==> src/hw/rtl/tclm_pkg.sv <==
package tclm_pkg;

  localparam int unsigned SMP_W    = 16;
  localparam int unsigned CHAN_W   = 17;
  localparam int unsigned CNT_W    = 3;
  localparam int unsigned NUM_PTS  = 8;
  localparam int unsigned CFG_W    = 64;
  localparam int unsigned CFG_IDX_W = 3;
  localparam int unsigned T_W      = 17;
  localparam int unsigned IN_DATA_W  = 72;
  localparam int unsigned OUT_DATA_W = 72;
  localparam logic [SMP_W-1:0] ONE_Q15 = 16'h8000;

  typedef enum logic [CFG_IDX_W-1:0] {
    CFG_POINT_COUNT = 3'd0,
    CFG_PAIR0       = 3'd1,
    CFG_PAIR1       = 3'd2,
    CFG_PAIR2       = 3'd3,
    CFG_PAIR3       = 3'd4
  } cfg_idx_e;

  localparam logic FUNC_PIXEL   = 1'b0;
  localparam logic FUNC_REBUILD = 1'b1;

  typedef struct packed {
    logic       init_wr;
    logic       item_load;
    logic       ramp_clear;
    logic       ramp_step;
    logic       seg_load;
    logic       div_start;
    logic       mul_rb;
    logic       tbl_wr;
    logic       px_idx;
    logic       px_rd;
    logic       px_mul;
    logic       px_acc;
    logic       out_load;
    logic [1:0] chan;
  } cmd_t;

  typedef struct packed {
    logic last_entry;
    logic div_done;
  } sts_t;

endpackage

==> src/hw/rtl/tclm_ctrl.sv <==
module tclm_ctrl (
  input  logic           clk,
  input  logic           rst_n,
  input  logic           in_tvalid,
  input  logic           in_tuser,
  output logic           in_tready,
  output logic           out_tvalid,
  input  logic           out_tready,
  output tclm_pkg::cmd_t cmd,
  input  tclm_pkg::sts_t sts
);
  import tclm_pkg::*;

  typedef enum logic [3:0] {
    S_INIT, S_IDLE, S_RB_SEG, S_RB_START, S_RB_DIV, S_RB_MUL, S_RB_WR,
    S_PX_IDX, S_PX_RD, S_PX_MUL, S_PX_ACC, S_DONE
  } state_t;

  state_t     state_r, state_nxt;
  logic [1:0] chan_r, chan_nxt;
  logic       out_valid_r, out_valid_nxt;
  logic       accept, out_free;

  assign accept   = (state_r == S_IDLE) && in_tvalid;
  assign out_free = !out_valid_r || out_tready;

  always_comb begin
    cmd           = '0;
    cmd.chan      = chan_r;
    state_nxt     = state_r;
    chan_nxt      = chan_r;
    out_valid_nxt = out_tready ? 1'b0 : out_valid_r;
    unique case (state_r)
      S_INIT: begin
        cmd.init_wr = 1'b1;
        if (sts.last_entry) state_nxt = S_IDLE;
        else cmd.ramp_step = 1'b1;
      end
      S_IDLE: begin
        if (accept) begin
          cmd.item_load  = 1'b1;
          cmd.ramp_clear = 1'b1;
          chan_nxt       = '0;
          state_nxt      = (in_tuser == FUNC_REBUILD) ? S_RB_SEG : S_PX_IDX;
        end
      end
      S_RB_SEG: begin
        cmd.seg_load = 1'b1;
        state_nxt    = S_RB_START;
      end
      S_RB_START: begin
        cmd.div_start = 1'b1;
        state_nxt     = S_RB_DIV;
      end
      S_RB_DIV: begin
        if (sts.div_done) state_nxt = S_RB_MUL;
      end
      S_RB_MUL: begin
        cmd.mul_rb = 1'b1;
        state_nxt  = S_RB_WR;
      end
      S_RB_WR: begin
        cmd.tbl_wr = 1'b1;
        if (sts.last_entry) begin
          state_nxt = S_DONE;
        end else begin
          cmd.ramp_step = 1'b1;
          state_nxt     = S_RB_SEG;
        end
      end
      S_PX_IDX: begin
        cmd.px_idx = 1'b1;
        state_nxt  = S_PX_RD;
      end
      S_PX_RD: begin
        cmd.px_rd = 1'b1;
        state_nxt = S_PX_MUL;
      end
      S_PX_MUL: begin
        cmd.px_mul = 1'b1;
        state_nxt  = S_PX_ACC;
      end
      S_PX_ACC: begin
        cmd.px_acc = 1'b1;
        if (chan_r == 2'd2) begin
          state_nxt = S_DONE;
        end else begin
          chan_nxt  = chan_r + 2'd1;
          state_nxt = S_PX_IDX;
        end
      end
      S_DONE: begin
        if (out_free) begin
          cmd.out_load  = 1'b1;
          out_valid_nxt = 1'b1;
          state_nxt     = S_IDLE;
        end
      end
      default: state_nxt = S_IDLE;
    endcase
  end

  always_ff @(posedge clk) begin
    if (!rst_n) begin
      state_r     <= S_INIT;
      chan_r      <= '0;
      out_valid_r <= 1'b0;
    end else begin
      state_r     <= state_nxt;
      chan_r      <= chan_nxt;
      out_valid_r <= out_valid_nxt;
    end
  end

  assign in_tready  = (state_r == S_IDLE);
  assign out_tvalid = out_valid_r;

endmodule

==> config.mk <==
export PLATFORM = sky130hd
export DESIGN_NAME = tclm_ctrl
export DESIGN_NICKNAME = d
export VERILOG_FILES = /design/src/hw/rtl/tclm_pkg.sv /design/src/hw/rtl/tclm_ctrl.sv
export SDC_FILE = /design/constraint.sdc
export NUM_CORES = 1
export LEC_CHECK = 0
export ABC_CLOCK_PERIOD_IN_PS = 1500
export BUFFER_PORTS_ARGS = -buffer_cell sky130_fd_sc_hd__buf_2
export CORE_UTILIZATION = 46
export DETAILED_ROUTE_END_ITERATION = 8
export PLACE_DENSITY = 0.76
export SLEW_MARGIN = 25
export SYNTH_ARGS = -nofsm -noshare
export SYNTH_HDL_FRONTEND = slang
export SYNTH_SLANG_ARGS = --single-unit
==> constraint.sdc <==
create_clock -name clk -period 1.5 [get_ports clk]
set_input_delay 0.3 -clock clk [delete_from_list [all_inputs] [get_ports clk]]
set_output_delay 0.3 -clock clk [all_outputs]
set_load 0.05 [all_outputs]
==> metrics.csv, run 1 <==
stage,metric,value,unit
logic_synthesis,synth_top_cells_by_area,"dfxtp_1, nor2_1, nand2b_1, a21oi_1, mux2i_1",
logic_synthesis,syn_inst,76,
logic_synthesis,yosysSeqAreaShare,23.4,%
logic_synthesis,yosysWarningCount,0,
sta,worstEpCategory,output port,
logic_synthesis,synth-edff-count,0,
logic_synthesis,async_flop_share,0,%
logic_synthesis,synth_area_per_cell,7.89,um^2
logic_synthesis,yosysMostFrequentCell,nor2_1,
placement,gp_congestion,0.813,
logic_synthesis,syn-cell-area,599,um^2
logic_synthesis,yosysUniqueCellTypes,34,
outcome,haltStage,global routing (5_1_grt),
logic_synthesis,synth_top_cell_by_area,dfxtp_1,
placement,port_buffers,23,
clock_tree,clock_path_buffers,2,
clock_tree,clock-sinks,7,
clock_tree,cts_buffers,3,
logic_synthesis,synth_nets,84,
placement,dpl_cell_area,860,um^2
outcome,error_line,"[ERROR DPL-0038] Utilization greater than 100%, impossible to legalize",
logic_synthesis,synth-main-ff-cell,dfxtp_1,
placement,hpwlAfterDp,1160,um
logic_synthesis,synth_commonest_cells,"nor2_1, dfxtp_1, a21oi_1",
logic_synthesis,ys_ff_latch,7,
floorplanning,num_rows,12,
outcome,status,aborted with a tool error,
floorplanning,die_y,38.1,um
floorplanning,ios,24,
floorplanning,dieWidth,38.1,um
clock_tree,root_buffer,clkbuf_4,
logic_synthesis,yosysTopAreaCellShare,23.4,%
floorplanning,start_util,51.8,%
clock_tree,htreeDepth,1,
sta,postGrtWorstEndpoint,cmd[12],
grt,grt_start_max_net_pins,12,
==> repair_timing <==
item	CTS
endpoints found under the setup margin	14
resized for setup	40
pin swaps	3
setup buffers	5
hold buffers	0
==> through the flow <==
stage	setup slack, ns	utilization [%]	std cells
3_5_place_dp	0.0119	74.4	117
4_1_cts	-0.122	90.4	126
3_3_place_gp	0.0434	74.4	117
2_1_floorplan	-0.270	-	76
==> cells by family after synthesis <==
kind of cell	Yosys count	share of synthesized area (%)
AO/OA/AOI/OAI	18	22.1
XOR/XNOR	1	1.46
adder cells (fa/ha/maj)	1	2.09
buffers and inverters	11	11.5
flip-flops	7	23.4
multiplexers	3	5.01
AND/OR/NAND/NOR	35	34.4
==> run 2, diff against run 1 <==
--- a/config.mk
+++ b/config.mk
@@ -7,9 +7,10 @@
 export LEC_CHECK = 0
 export ABC_CLOCK_PERIOD_IN_PS = 1500
 export BUFFER_PORTS_ARGS = -buffer_cell sky130_fd_sc_hd__buf_2
-export CORE_UTILIZATION = 46
+export CORE_AREA = 2 2 63 65
 export DETAILED_ROUTE_END_ITERATION = 8
-export PLACE_DENSITY = 0.76
+export DIE_AREA = 0 0 65 67
+export PLACE_DENSITY_LB_ADDON = 0.15
 export SLEW_MARGIN = 25
 export SYNTH_ARGS = -nofsm -noshare
 export SYNTH_HDL_FRONTEND = slang
==> metrics.csv, run 2 <==
stage,metric,value,unit,change
sta,rsz0062_at_grt,true,,
logic_synthesis,yosysUniqueCellTypes,34,,unchanged
floorplanning,ios,24,,unchanged
logic_synthesis,yosysSeqAreaShare,23.4,%,unchanged
finish,layout_common_cells,"buf_4, buf_6, buf_2, a21oi_1",,
floorplanning,num_rows,22,,+10
logic_synthesis,synth-main-ff-cell,dfxtp_1,,
floorplanning,core,0.00361,mm^2,
logic_synthesis,synth_top_cell_by_area,dfxtp_1,,
logic_synthesis,yosysWarningCount,0,,unchanged
worst_setup_path,crit_chain,buf_6 -> nor4_4 -> buf_6,,
worst_setup_path,cp_common_cell,buf_6,,
logic_synthesis,syn_inst,76,,unchanged
placement,gp_congestion,0.717,,-12%
finish,final_common_cell,buf_4,,
worst_setup_path,setup.worst_path.end_class,output port,,
route,via_per_inst,4.40,,
grt,grt_usage,11.0,%,
clock_tree,cts_buffers,3,,unchanged
clock_tree,path_clk_slew,0.04,ns,
logic_synthesis,synth-edff-count,0,,unchanged
placement,place_worst_setup_slack,-0.0680,ns,-0.0800 ns
worst_setup_path,critPathMaxFanout,7,,
finish,area_growth,97.1,%,
clock_tree,clock-sinks,7,,unchanged
clock_tree,htreeDepth,1,,unchanged
worst_setup_path,endpoint,cmd[13],,
worst_hold_path,min-delay-start,rst_n,,
sta,hold_viol,0,,
route,ant_nets,0,,
grt,grt_start_max_net_pins,11,,
power,ir_worst_vdd,0.000396,V,
logic_synthesis,synth_area_per_cell,7.89,um^2,unchanged
sta,setup_viol,6,,
floorplanning,dieArea,0.00436,mm^2,
floorplanning,die_y,67,um,+76%
placement,port_buffers,23,,unchanged
worst_setup_path,r2r_start,state_r[0],,
worst_setup_path,reg2reg_depth,4,,
worst_setup_path,critical_path.top_delay_family,flip-flops,,
sta,fin_ws,-0.0536,ns,
worst_setup_path,start_kind,flip-flop,,
sta,max_freq,644,MHz,
clock_tree,root_buffer,clkbuf_8,,
logic_synthesis,synth_commonest_cells,"nor2_1, dfxtp_1, a21oi_1",,
grt,grt_pass1_vias,698,,
sta,hold_ws,0.357,ns,
finish,regMostFlops,state_r,,
sta,clock-skew-final,0.00281,ns,
power,leakage,0.000531,uW,
sta,worst_slew_pin_slew,0.379,ns,
logic_synthesis,yosys.area_share.simple,34.4,%,unchanged
floorplanning,dieWidth,65,um,+71%
sta,max_slew_margin,74.7,%,
outcome,violations,negative setup slack,,
clock_tree,clock_path_buffers,2,,unchanged
placement,place_inst,152,,+30%
logic_synthesis,synth_adder_area_share,2.09,%,unchanged
power,power_density,1660,mW/mm^2,
route,post_drt_wl_per_cell,12.9,um,
floorplanning,start_util,16.6,%,-35 points
logic_synthesis,yosysTopAreaCellShare,23.4,%,unchanged
clock_tree,insertion_delay,0.23,ns,
finish,final_cells,165,,
finish,largest_reg_flops,4,,
flow_run,maxCapViolCount,0,,
clock_tree,cts_tree,done,,
logic_synthesis,synth_top_family_by_area,simple AND/OR/NAND/NOR gates,,
worst_setup_path,worst-path-buf-inv,2,,
grt,antenna_found_initial,0,,
worst_setup_path,critPathLaunch,state_r[3],,
route,drt-initial-drc-count,8,,
placement,hpwlAfterDp,1490,um,+29%
route,drcViolationCount,0,,
logic_synthesis,synth_xor_area_share,1.46,%,unchanged
finish,nNetsFinal,126,,
route,firstDrtPassIters,4,,
grt,overflow,0,,
outcome,status,finished with violations,,
finish,antenna_cells,0,,
logic_synthesis,syn-cell-area,599,um^2,unchanged
logic_synthesis,synth-compound-area-share,22.1,%,unchanged
logic_synthesis,ys_ff_latch,7,,unchanged
worst_setup_path,critPathMaxStageDelay,0.37,ns,
logic_synthesis,synthMuxAreaShare,5.01,%,unchanged
grt,grt_pass1_wl,3430,um,
finish,drive_above_1_share,61.5,%,
logic_synthesis,synth_nets,84,,unchanged
logic_synthesis,yosysMostFrequentCell,nor2_1,,
logic_synthesis,async_flop_share,0,%,unchanged
route,drt_wl_total,2120,um,
worst_setup_path,worst_r2r_endpoint,state_r[1],,
worst_setup_path,cp_slowest_cell,dfxtp_4,,
worst_hold_path,min_path_type,input port to flip-flop,,
logic_synthesis,synth_top_cells_by_area,"dfxtp_1, nor2_1, nand2b_1, a21oi_1, mux2i_1",,
route,vias,726,,
worst_setup_path,critPathKind,flip-flop to output port,,
sta,drv_slew,0,,
worst_setup_path,crit_cells,3,,
worst_setup_path,rrSetupSlack,0.09,ns,
sta,fin_crit,1.55,ns,
clock_tree,ctsHoldBuffers,0,,unchanged
worst_setup_path,required,1.20,ns,
worst_setup_path,crit_arrival,1.25,ns,
sta,fin_crit_sh,104,%,
==> run 2: cell counts after synthesis <==
Identical to the previous run, type by type.
==> run 2: worst reg2reg max path: stages (launching register included) <==
cell and delay (ns):
dfxtp_4 0.38, buf_4 0.15, buf_4 0.13, o41a_1 0.40, a41o_1 0.25
==> run 2: area by class of cell <==
cell class | instances | area (um^2)
flip-flops and latches | 7 | 156
inverters | 5 | 18.8
repair buffers | 43 | 373
fillers | 397 | 2420
clock buffers | 4 | 45.0
well taps | 48 | 60.1
multi-input cells | 58 | 528
==> run 2: repair_timing <==
item,CTS,global route
buffers inserted,7,2
pin swaps,4,4
resized for setup,35,15
setup endpoints to repair,16,12
==> run 2: kinds of logic (layout without fill, tap and decap cells) <==
family | after synthesis | in the layout
XOR/XNOR | 1 | 1
buffers and inverters | 11 | 52
flip-flops | 7 | 7
adder cells (fa/ha/maj) | 1 | 1
multiplexers | 3 | 3
AND/OR/NAND/NOR | 35 | 35
AO/OA/AOI/OAI | 18 | 18
==> run 2: worst min-delay path by stage <==
stage | end | slack [ns] | cells after the start
2_1_floorplan | state_r[3] | 0.42 | 1
3_3_place_gp | chan_r[0] | 0.44 | 1
3_5_place_dp | chan_r[0] | 0.44 | 1
4_1_cts | state_r[3] | 0.35 | 2
5_1_grt | state_r[3] | 0.37 | 2
6_report | state_r[3] | 0.36 | 2
==> run 2: per-stage QoR <==
| step | power, uW | util, % | cell area (um^2) | TNS, ns |
|---|---|---|---|---|
| after floorplan | 1140 | - | 703 | -0.886 |
| after global placement | 1350 | 25.2 | 910 | -0.0225 |
| after detailed placement | 1360 | 25.2 | 910 | -0.327 |
| after CTS | 1900 | 30.6 | 1100 | -0.216 |
| after global routing | 2090 | 32.8 | 1180 | -0.508 |
| final | 1960 | 32.8 | 1180 | -0.152 |
==> run 2: where the power goes <==
part           switching, uW  total (uW)  internal [uW]
Clock                   91.4         276            185
Combinational            735        1340            602
Sequential               108         346            238
==> run 2: per-layer routing <==
metal | global-route usage (%) | part of all wire (%)
met1 | 13.0 | 44
met2 | 18.2 | 49
met3 | 2.20 | 5.0
met4 | 7.18 | 2.1
met5 | 0 | 0
(Power assumes the default switching activity.)
